--- config.mk ---
export PLATFORM = sky130hd
export DESIGN_NAME = weekly_time_alarm
export DESIGN_NICKNAME = d
export VERILOG_FILES = /design/src/sv/wta_pkg.sv /design/src/sv/wta_divide.sv /design/src/sv/wta_lanes.sv /design/src/sv/wta_state.sv /design/src/sv/weekly_time_alarm.sv
export SDC_FILE = /design/constraint.sdc
export NUM_CORES = 2
export LEC_CHECK = 0
export BUFFER_PORTS_ARGS = -buffer_cell sky130_fd_sc_hd__buf_2
export CORE_MARGIN = 4
export CORE_UTILIZATION = 35
export DETAILED_ROUTE_END_ITERATION = 7
export PLACE_DENSITY = 0.55
export SLEW_MARGIN = 20
export SYNTH_ARGS = -nofsm -noshare
export SYNTH_HDL_FRONTEND = slang
export SYNTH_SLANG_ARGS = --single-unit
export TNS_END_PERCENT = 30
--- constraint.sdc ---
create_clock -name clock -period 9.41 [get_ports clock]
set_clock_uncertainty 0.15 [all_clocks]
set_input_delay 1.4115 -clock clock [delete_from_list [all_inputs] [get_ports clock]]
set_output_delay 1.4115 -clock clock [all_outputs]
set_load 0.01 [all_outputs]
--- src/sv/wta_pkg.sv ---
// Shared types, constants and helpers for the weekly time alarm.
package wta_pkg;

   localparam int unsigned EPOCH_W   = 32;
   localparam int unsigned DAY_W     = 16;
   localparam int unsigned SOD_W     = 17;
   localparam int unsigned WD_W      = 3;
   localparam int unsigned DAY_LOW_W = 8;
   localparam int unsigned LANES     = 7;
   localparam int unsigned MASK_W    = 7;
   localparam int unsigned HOUR_W    = 5;
   localparam int unsigned MINUTE_W  = 6;
   localparam int unsigned CSR_IDX_W = 2;
   localparam int unsigned CSR_W     = 7;

   // Time constants
   localparam logic [EPOCH_W-1:0] SEC_PER_DAY  = 32'd86400;
   localparam logic [SOD_W-1:0]   SEC_PER_HOUR = 17'd3600;
   localparam logic [SOD_W-1:0]   SEC_PER_MIN  = 17'd60;
   localparam logic [HOUR_W-1:0]  HOURS_PER_DAY   = 5'd24;
   localparam logic [MINUTE_W-1:0] MIN_PER_HOUR   = 6'd60;
   localparam logic [WD_W-1:0]    DAY0_WEEKDAY = 3'd4;
   localparam logic [EPOCH_W-1:0] NONE32       = '1;
   localparam logic [DAY_LOW_W-1:0] DAY_LOW_RST = 8'hFF;

   // epoch / 86400 = ((epoch >> 7) * DAY_RECIP) >> DAY_RECIP_SHIFT, exact for 32-bit epochs
   localparam int unsigned DAY_PRE_SHIFT   = 7;
   localparam int unsigned DAY_RECIP_W     = 26;
   localparam logic [DAY_RECIP_W-1:0] DAY_RECIP = 26'd50903317;
   localparam int unsigned DAY_RECIP_SHIFT = 35;

   // x / 7 for x < 2^16 = (x * WD_RECIP) >> WD_RECIP_SHIFT
   localparam logic [SOD_W-1:0] WD_RECIP = 17'd74899;
   localparam int unsigned WD_RECIP_SHIFT = 19;
   localparam int unsigned WD_Q_W         = 13;

   // 2^32 = 49710 days + 23296 s. A lane whose time wraps lands on an earlier day.
   localparam logic [SOD_W-1:0]   WRAP_SOD     = 17'd23296;
   localparam logic [EPOCH_W-1:0] WRAP_ADJ_HI  = 32'd23296;      // -49710 days mod 2^32
   localparam logic [EPOCH_W-1:0] WRAP_ADJ_LO  = 32'hFFFF_0980;  // -49711 days mod 2^32
   localparam logic [WD_W-1:0]    WRAP_WD_HI   = 3'd4;           // -49710 mod 7
   localparam logic [WD_W-1:0]    WRAP_WD_LO   = 3'd3;           // -49711 mod 7

   // Register indexes
   localparam logic [CSR_IDX_W-1:0] CSR_WEEKDAY_MASK = 2'd0;
   localparam logic [CSR_IDX_W-1:0] CSR_ALARM_HOUR   = 2'd1;
   localparam logic [CSR_IDX_W-1:0] CSR_ALARM_MINUTE = 2'd2;

   typedef struct packed {
      logic ld2;
      logic ld3;
      logic ld4;
      logic ld_out;
   } adv_type;

   typedef struct packed {
      logic [MASK_W-1:0]   weekday_mask;
      logic [HOUR_W-1:0]   alarm_hour;
      logic [MINUTE_W-1:0] alarm_minute;
   } cfg_type;

   typedef struct packed {
      logic [EPOCH_W-1:0]   epoch;
      logic [SOD_W-1:0]     sod;
      logic [WD_W-1:0]      wd;
      logic [EPOCH_W-1:0]   base;
      logic [DAY_LOW_W-1:0] day_low;
   } s3_type;

   typedef struct packed {
      logic                           epoch_nz;
      logic [DAY_LOW_W-1:0]           day_low;
      logic [WD_W-1:0]                wd;
      logic                           tmatch;
      logic [LANES-1:0]               sel;
      logic [LANES-1:0][EPOCH_W-1:0]  diff;
   } s4_type;

   // mod 7 of a small sum (at most 20)
   function automatic logic [WD_W-1:0] mod7_small(input logic [4:0] v);
      logic [4:0] r;
      if (v >= 5'd14) begin
         r = v - 5'd14;
      end else if (v >= 5'd7) begin
         r = v - 5'd7;
      end else begin
         r = v;
      end
      return r[WD_W-1:0];
   endfunction

endpackage

--- src/sv/wta_divide.sv ---
// Day number, second of day, weekday and day base from the epoch (two stages).
module wta_divide (
   input  logic                            clock,
   input  wta_pkg::adv_type                adv,
   input  logic [wta_pkg::EPOCH_W-1:0]     s1_epoch,
   output wta_pkg::s3_type                 s3
);

   localparam int unsigned PRE_W  = wta_pkg::EPOCH_W - wta_pkg::DAY_PRE_SHIFT;
   localparam int unsigned PROD_W = PRE_W + wta_pkg::DAY_RECIP_W;
   localparam int unsigned WDP_W  = 2 * wta_pkg::SOD_W;

   logic [wta_pkg::EPOCH_W-1:0] epoch2_ff;
   logic [wta_pkg::DAY_W-1:0]   day2_ff;
   logic [wta_pkg::DAY_W-1:0]   day2_in;
   logic [PROD_W-1:0]           day_prod;

   logic [wta_pkg::EPOCH_W-1:0] base;
   logic [wta_pkg::SOD_W-1:0]   dp4;
   logic [WDP_W-1:0]            q_prod;
   logic [wta_pkg::WD_Q_W-1:0]  q;
   logic [wta_pkg::SOD_W-1:0]   wd_full;
   wta_pkg::s3_type             s3_in;
   wta_pkg::s3_type             s3_ff;

   // stage 2: reciprocal multiply for the day number
   assign day_prod = PROD_W'(s1_epoch[wta_pkg::EPOCH_W-1:wta_pkg::DAY_PRE_SHIFT])
                   * PROD_W'(wta_pkg::DAY_RECIP);
   assign day2_in  = day_prod[wta_pkg::DAY_RECIP_SHIFT +: wta_pkg::DAY_W];

   always_ff @(posedge clock) begin
      if (adv.ld2) begin
         epoch2_ff <= s1_epoch;
         day2_ff   <= day2_in;
      end
   end

   // stage 3: remainder and weekday
   always_comb begin
      base    = wta_pkg::EPOCH_W'(day2_ff) * wta_pkg::SEC_PER_DAY;
      dp4     = wta_pkg::SOD_W'(day2_ff) + wta_pkg::SOD_W'(wta_pkg::DAY0_WEEKDAY);
      q_prod  = WDP_W'(dp4) * WDP_W'(wta_pkg::WD_RECIP);
      q       = q_prod[wta_pkg::WD_RECIP_SHIFT +: wta_pkg::WD_Q_W];
      wd_full = dp4 - ((wta_pkg::SOD_W'(q) << 3) - wta_pkg::SOD_W'(q));

      s3_in.epoch   = epoch2_ff;
      s3_in.base    = base;
      s3_in.sod     = wta_pkg::SOD_W'(epoch2_ff - base);
      s3_in.wd      = wd_full[wta_pkg::WD_W-1:0];
      s3_in.day_low = day2_ff[wta_pkg::DAY_LOW_W-1:0];
   end

   always_ff @(posedge clock) begin
      if (adv.ld3) begin
         s3_ff <= s3_in;
      end
   end

   assign s3 = s3_ff;

endmodule

--- src/sv/wta_lanes.sv ---
// Seven day lanes of the next-wake search plus the alarm time window test.
module wta_lanes (
   input  logic               clock,
   input  wta_pkg::adv_type   adv,
   input  wta_pkg::cfg_type   cfg,
   input  wta_pkg::s3_type    s3,
   output wta_pkg::s4_type    s4
);

   localparam int unsigned EW = wta_pkg::EPOCH_W;

   logic [wta_pkg::SOD_W-1:0]                asod;
   logic                                     hour_ok;
   logic                                     minute_ok;
   logic [wta_pkg::LANES-1:0][EW-1:0]        off;
   logic [wta_pkg::LANES-1:0][EW:0]          sum;
   logic [wta_pkg::LANES-1:0][EW-1:0]        kofs;
   logic [wta_pkg::LANES-1:0][EW-1:0]        tgt;
   logic [wta_pkg::LANES-1:0][wta_pkg::WD_W-1:0] wd_shift;
   logic [wta_pkg::LANES-1:0][wta_pkg::WD_W-1:0] wdt;
   wta_pkg::s4_type                          s4_in;
   wta_pkg::s4_type                          s4_ff;

   always_comb begin
      asod = wta_pkg::SOD_W'(cfg.alarm_hour) * wta_pkg::SEC_PER_HOUR
           + wta_pkg::SOD_W'(cfg.alarm_minute) * wta_pkg::SEC_PER_MIN;
      hour_ok   = cfg.alarm_hour < wta_pkg::HOURS_PER_DAY;
      minute_ok = cfg.alarm_minute < wta_pkg::MIN_PER_HOUR;

      for (int d = 0; d < wta_pkg::LANES; d++) begin
         off[d] = EW'(d) * wta_pkg::SEC_PER_DAY;
         sum[d] = {1'b0, s3.epoch} + {1'b0, off[d]};
         // lane time wraps past 2^32: pull back to the wrapped day
         if (!sum[d][EW]) begin
            kofs[d]     = off[d] + EW'(asod);
            wd_shift[d] = '0;
         end else if (s3.sod >= wta_pkg::WRAP_SOD) begin
            kofs[d]     = off[d] + wta_pkg::WRAP_ADJ_HI + EW'(asod);
            wd_shift[d] = wta_pkg::WRAP_WD_HI;
         end else begin
            kofs[d]     = off[d] + wta_pkg::WRAP_ADJ_LO + EW'(asod);
            wd_shift[d] = wta_pkg::WRAP_WD_LO;
         end
         wdt[d] = wta_pkg::mod7_small(5'(s3.wd) + 5'(d) + 5'(wd_shift[d]));
         tgt[d] = s3.base + kofs[d];
         s4_in.diff[d] = kofs[d] - EW'(s3.sod);
         s4_in.sel[d]  = cfg.weekday_mask[wdt[d]] && (tgt[d] > s3.epoch);
      end

      s4_in.epoch_nz = |s3.epoch;
      s4_in.day_low  = s3.day_low;
      s4_in.wd       = s3.wd;
      s4_in.tmatch   = hour_ok && minute_ok && (s3.sod >= asod)
                    && (s3.sod < asod + wta_pkg::SEC_PER_MIN);
   end

   always_ff @(posedge clock) begin
      if (adv.ld4) begin
         s4_ff <= s4_in;
      end
   end

   assign s4 = s4_ff;

endmodule

--- src/sv/wta_state.sv ---
// Alarm state update, next-wake pick and the result register.
module wta_state (
   input  logic                            clock,
   input  logic                            reset,
   input  wta_pkg::adv_type                adv,
   input  wta_pkg::cfg_type                cfg,
   input  wta_pkg::s4_type                 s4,
   input  logic                            rsp_stall,
   output logic                            rsp_valid,
   output logic                            rsp_wake_fire,
   output logic [wta_pkg::EPOCH_W-1:0]     rsp_seconds_to_wake,
   output logic                            rsp_alarm_active
);

   logic                              active_ff, active_in;
   logic                              fired_ff, fired_in;
   logic [wta_pkg::DAY_LOW_W-1:0]     last_day_ff, last_day_in;
   logic                              rsp_valid_ff, rsp_valid_in;
   logic                              fire_ff, fire_in;
   logic [wta_pkg::EPOCH_W-1:0]       wake_ff, wake_in;
   logic                              live;
   logic                              fired_eff;
   logic [wta_pkg::EPOCH_W-1:0]       pick;

   always_comb begin
      active_in = active_ff | (s4.epoch_nz & (|cfg.weekday_mask));
      live      = active_in & s4.epoch_nz;
      fired_eff = (s4.day_low != last_day_ff) ? 1'b0 : fired_ff;
      fire_in   = live & ~fired_eff & cfg.weekday_mask[s4.wd] & s4.tmatch;
      fired_in  = live ? (fired_eff | fire_in) : fired_ff;
      last_day_in = live ? s4.day_low : last_day_ff;

      // first enabled lane wins
      pick = wta_pkg::NONE32;
      for (int d = wta_pkg::LANES - 1; d >= 0; d--) begin
         if (s4.sel[d]) begin
            pick = s4.diff[d];
         end
      end
      wake_in = live ? pick : wta_pkg::NONE32;

      rsp_valid_in = adv.ld_out | (rsp_valid_ff & rsp_stall);
   end

   always_ff @(posedge clock) begin
      if (reset) begin
         active_ff    <= 1'b0;
         fired_ff     <= 1'b0;
         last_day_ff  <= wta_pkg::DAY_LOW_RST;
         rsp_valid_ff <= 1'b0;
      end else begin
         rsp_valid_ff <= rsp_valid_in;
         if (adv.ld_out) begin
            active_ff   <= active_in;
            fired_ff    <= fired_in;
            last_day_ff <= last_day_in;
         end
      end
   end

   always_ff @(posedge clock) begin
      if (adv.ld_out) begin
         fire_ff <= fire_in;
         wake_ff <= wake_in;
      end
   end

   assign rsp_valid           = rsp_valid_ff;
   assign rsp_wake_fire       = fire_ff;
   assign rsp_seconds_to_wake = wake_ff;
   assign rsp_alarm_active    = active_ff;

endmodule

--- src/sv/weekly_time_alarm.sv ---
// Weekly time alarm top level: input register, pipeline control, registers.
//
// Each req item carries the current epoch in seconds; each produces exactly
// one rsp item: wake_fire (alarm hit, at most once per day), seconds_to_wake
// (seconds to the next enabled alarm within seven days, all ones if none)
// and alarm_active (latched once time is known with a nonzero weekday mask).
// An epoch of zero means time is unknown: no fire, seconds_to_wake all ones.
//
// Pipeline: input register, day divide, remainder/weekday, day lanes, result
// register. One item per cycle is sustained while rsp_stall stays low. The
// alarm state updates as an item enters the result register, so consecutive
// items see each other's effects in order.
//
// rsp_stall holds the result register; stages with bubbles keep filling, and
// req_stall rises only once every stage holds an item.
// Registers are written through csr_we/csr_index/csr_wdata; the user must write
// them only while no item is in flight (not enforced); unknown indexes are dropped.
// Reset (synchronous) empties the pipeline, clears the registers, the active
// and fired flags, and sets the last day mark to 255.
module weekly_time_alarm (
   input  logic                               clock,
   input  logic                               reset,
   input  logic                               req_valid,
   output logic                               req_stall,
   input  logic [wta_pkg::EPOCH_W-1:0]        req_epoch_seconds,
   output logic                               rsp_valid,
   input  logic                               rsp_stall,
   output logic                               rsp_wake_fire,
   output logic [wta_pkg::EPOCH_W-1:0]        rsp_seconds_to_wake,
   output logic                               rsp_alarm_active,
   input  logic                               csr_we,
   input  logic [wta_pkg::CSR_IDX_W-1:0]      csr_index,
   input  logic [wta_pkg::CSR_W-1:0]          csr_wdata
);

   logic [wta_pkg::EPOCH_W-1:0] epoch1_ff;
   logic                        v1_ff, v2_ff, v3_ff, v4_ff;
   logic                        v1_in, v2_in, v3_in, v4_in;
   logic                        mv1, mv2, mv3, mv4;
   logic                        ld1;
   wta_pkg::adv_type            adv;
   wta_pkg::cfg_type            cfg_ff, cfg_in;
   wta_pkg::s3_type             s3;
   wta_pkg::s4_type             s4;

   // elastic valid chain: a stage moves on when the next one is empty or moving
   always_comb begin
      mv4 = v4_ff & (~rsp_valid | ~rsp_stall);
      mv3 = v3_ff & (~v4_ff | mv4);
      mv2 = v2_ff & (~v3_ff | mv3);
      mv1 = v1_ff & (~v2_ff | mv2);
      req_stall = v1_ff & ~mv1;
      ld1 = req_valid & ~req_stall;

      v1_in = ld1 | (v1_ff & ~mv1);
      v2_in = mv1 | (v2_ff & ~mv2);
      v3_in = mv2 | (v3_ff & ~mv3);
      v4_in = mv3 | (v4_ff & ~mv4);

      adv.ld2    = mv1;
      adv.ld3    = mv2;
      adv.ld4    = mv3;
      adv.ld_out = mv4;
   end

   always_comb begin
      cfg_in = cfg_ff;
      if (csr_we) begin
         unique case (csr_index)
            wta_pkg::CSR_WEEKDAY_MASK: cfg_in.weekday_mask = csr_wdata[wta_pkg::MASK_W-1:0];
            wta_pkg::CSR_ALARM_HOUR:   cfg_in.alarm_hour   = csr_wdata[wta_pkg::HOUR_W-1:0];
            wta_pkg::CSR_ALARM_MINUTE: cfg_in.alarm_minute = csr_wdata[wta_pkg::MINUTE_W-1:0];
            default:                   cfg_in = cfg_ff;
         endcase
      end
   end

   always_ff @(posedge clock) begin
      if (reset) begin
         v1_ff  <= 1'b0;
         v2_ff  <= 1'b0;
         v3_ff  <= 1'b0;
         v4_ff  <= 1'b0;
         cfg_ff <= '0;
      end else begin
         v1_ff  <= v1_in;
         v2_ff  <= v2_in;
         v3_ff  <= v3_in;
         v4_ff  <= v4_in;
         cfg_ff <= cfg_in;
      end
   end

   always_ff @(posedge clock) begin
      if (ld1) begin
         epoch1_ff <= req_epoch_seconds;
      end
   end

   wta_divide u_divide (
      .clock    (clock),
      .adv      (adv),
      .s1_epoch (epoch1_ff),
      .s3       (s3)
   );

   wta_lanes u_lanes (
      .clock (clock),
      .adv   (adv),
      .cfg   (cfg_ff),
      .s3    (s3),
      .s4    (s4)
   );

   wta_state u_state (
      .clock               (clock),
      .reset               (reset),
      .adv                 (adv),
      .cfg                 (cfg_ff),
      .s4                  (s4),
      .rsp_stall           (rsp_stall),
      .rsp_valid           (rsp_valid),
      .rsp_wake_fire       (rsp_wake_fire),
      .rsp_seconds_to_wake (rsp_seconds_to_wake),
      .rsp_alarm_active    (rsp_alarm_active)
   );

endmodule

==> results.ini <==
[outcome]
status=finished clean

[logic_synthesis]
yosys-top-cells-area=ha_1, edfxtp_1, fa_1
syn_inst=4894
async_flop_share_pct=0
synth_top_cell_area_share_pct=24.2
synthesis.area_sq_um=47900
ys.warnings.count=0
synth_seq_cells=398
ys_seq_area_share_pct=24.3
yosys.area.top_type=ha_1
yosysUniqueCellTypes=92
syn_avg_cell_area_sq_um=9.78
synth_edf_count=365
synth_flop_cell=edfxtp_1

[run]
cap_violations=0

[route]
vias=37000
dr.pass1.iters=5
finalWirelength_mm=152
first_iter_violations=2661
drc=0
ant_nets=0
viasPerCell=5.35
wl_per_cell_microns=22.0

[clocking]
tritoncts=done
clock_path_buffers=3
clk_pin_slew_worst_paths_ps=60
cts_inserted_buffers=47
postCtsHoldBufs=0
cts_sinks=398
cts-htree-levels=2
worstSkewPairLatency_ps=660
cts_root_buf=clkbuf_16

[cells_and_area]
syn2layout_area_growth_pct=11.4
regArea_sq_um=11600
nNetsFinal=6350
fill_cells=13500
multi_input_area_sq_um=33700
final_common_cell=ha_1
final_cell_mix=ha_1, inv_1, edfxtp_1
fin_cells=6918
drive_gt1_share_pct=9.09

[timing]
hold-worst-slack_ps=265
tns_ps=0
period_needed_ps=9010
drv_slew=0
period_share_pct=95.7
fin_ws_ps=404
setup_viol=0
hold_viol=0
slew_headroom_pct=29.8
worst_pin_slew_ps=1050
rsz0062_at_grt=true
max_freq_mhz=111

[setup_path]
arrival_ps=9260
cp-start-kind=register
critPathSlowestCell=fa_1
crit_required_ps=9660
crit_fanout=23
end_kind=register
worstSetupPathType=reg -> reg
cp_slowest_stage_delay_ps=510

[floorplanning]
dieArea_sq_um=143000
io_pins=82
core_area_sq_um=136000
start_util_pct=35.3
die_w_microns=378
fp.dieH_microns=378
num_rows=135

[placement]
routabilityCongestion=0.959
hpwl_mm=123
dpl_worst_slack_ps=16.8
placed_cells=6820
io_buffers=81

[worst_hold_path]
hp-class=reg -> reg

[global_route]
antenna_found_initial=4
grt_pass1_vias=37300
grt_first_pass_wirelength_mm=230
grt_usage_pct=21.2
grt_max_degree=150
grt_overflow=0

[cell type report]
class                           instances  share of cell area, %
Clock inverter                         28                  0.659
Sequential cell                       398                   21.8
Timing Repair Buffer                  248                   3.19
Clock buffer                           60                   2.38
Multi-Input combinational cell       3735                   63.1
Tap cell                             1781                   4.18
Inverter                              666                   4.69
Antenna cell                            2                0.00938
[metrics by stage]
stage / utilization (%) / instance area [sq um]
4_1_cts: 39.1 / 53100
3_3_place_gp: 37.9 / 51400
6_report: 39.3 / 53300
3_5_place_dp: 37.9 / 51400
2_1_floorplan: - / 48000
5_1_grt: 39.3 / 53300
[worst paths after layout]
path	from	to	slack, ps	cells after the start
setup reg to reg	cfg_ff[1]$_SDFFE_PP0P_	u_lanes.s4[230]$_DFFE_PP_	400	35
setup / recovery	cfg_ff[1]$_SDFFE_PP0P_	u_lanes.s4[230]$_DFFE_PP_	400	35
hold reg to reg	epoch1_ff[3]$_DFFE_PP_	u_divide.epoch2_ff[3]$_DFFE_PP_	260	0
hold / removal	epoch1_ff[3]$_DFFE_PP_	u_divide.epoch2_ff[3]$_DFFE_PP_	260	0
[worst max-delay path: cells and delay by family (launching register included)]
kind	cells	cell delay (ps)
and+or+nand+nor	5	1280
xor gates and xnor gates	4	820
adders and majority gates	7	2690
buffers and inverters	5	620
DFF	1	400
AOI/OAI and AO/OA	14	2780
[kinds of logic after synthesis]
logic type / count (synthesis) / synth area share, %
adder cells (fa/ha/maj): 1208 / 36.0
flip-flops: 398 / 24.3
AND/OR/NAND/NOR: 1019 / 10.7
buffers and inverters: 784 / 6.24
XOR/XNOR: 390 / 7.18
multiplexers: 54 / 1.34
AO/OA/AOI/OAI: 1040 / 14.3
other: 1 / 0.00783
[metal layers]
| metal | track usage (%) | vias up | routed length [microns] |
|---|---|---|---|
| met3 | 2.08 | 195 | 7900 |
| li1 | - | 17700 | - |
| met1 | 28.4 | 18100 | 67800 |
| met4 | 6.11 | 4 | 4630 |
| met5 | 0 | - | 26 |
| met2 | 36.5 | 997 | 71900 |
[sequential cells by signal, indices dropped and copies added (netlist names)]
register	flops
u_state.fired_ff	1
u_divide.s3	77
u_lanes.s4	175
v4_ff	1
u_state.rsp_seconds_to_wake	32
v2_ff	1
u_state.rsp_valid	1
epoch1_ff	32
u_divide.epoch2_ff	32
v1_ff	1
u_state.rsp_alarm_active	1
v3_ff	1
u_state.rsp_wake_fire	1
u_state.last_day_ff	8
u_divide.day2_ff	16
cfg_ff	18
[Yosys cell counts, drive strengths merged (33+ instances only)]
cell,count
nor2,242
a21oi,291
a21o,127
o211ai,42
dfxtp,33
edfxtp,365
a211oi,44
nand2b,47
and3,43
buf,44
nor2b,64
nand4,73
nand2,223
clkbuf,74
xnor2,295
o22ai,42
o21a,47
nand3,75
fa,282
nor3,118
o21ai,177
ha,926
inv,664
mux2i,45
xor2,94
[what timing repair did]
| action | in CTS | in global routing |
|---|---|---|
| pin swaps | 0 | 5 |
| buffers inserted | 0 | 8 |
| resized for setup | 1 | 55 |
| endpoints found under the setup margin | 1 | 6 |
Power is left out: the tool's default activity adds up to more than one toggle a clock period on the data nets, which glitch-free logic cannot reach.
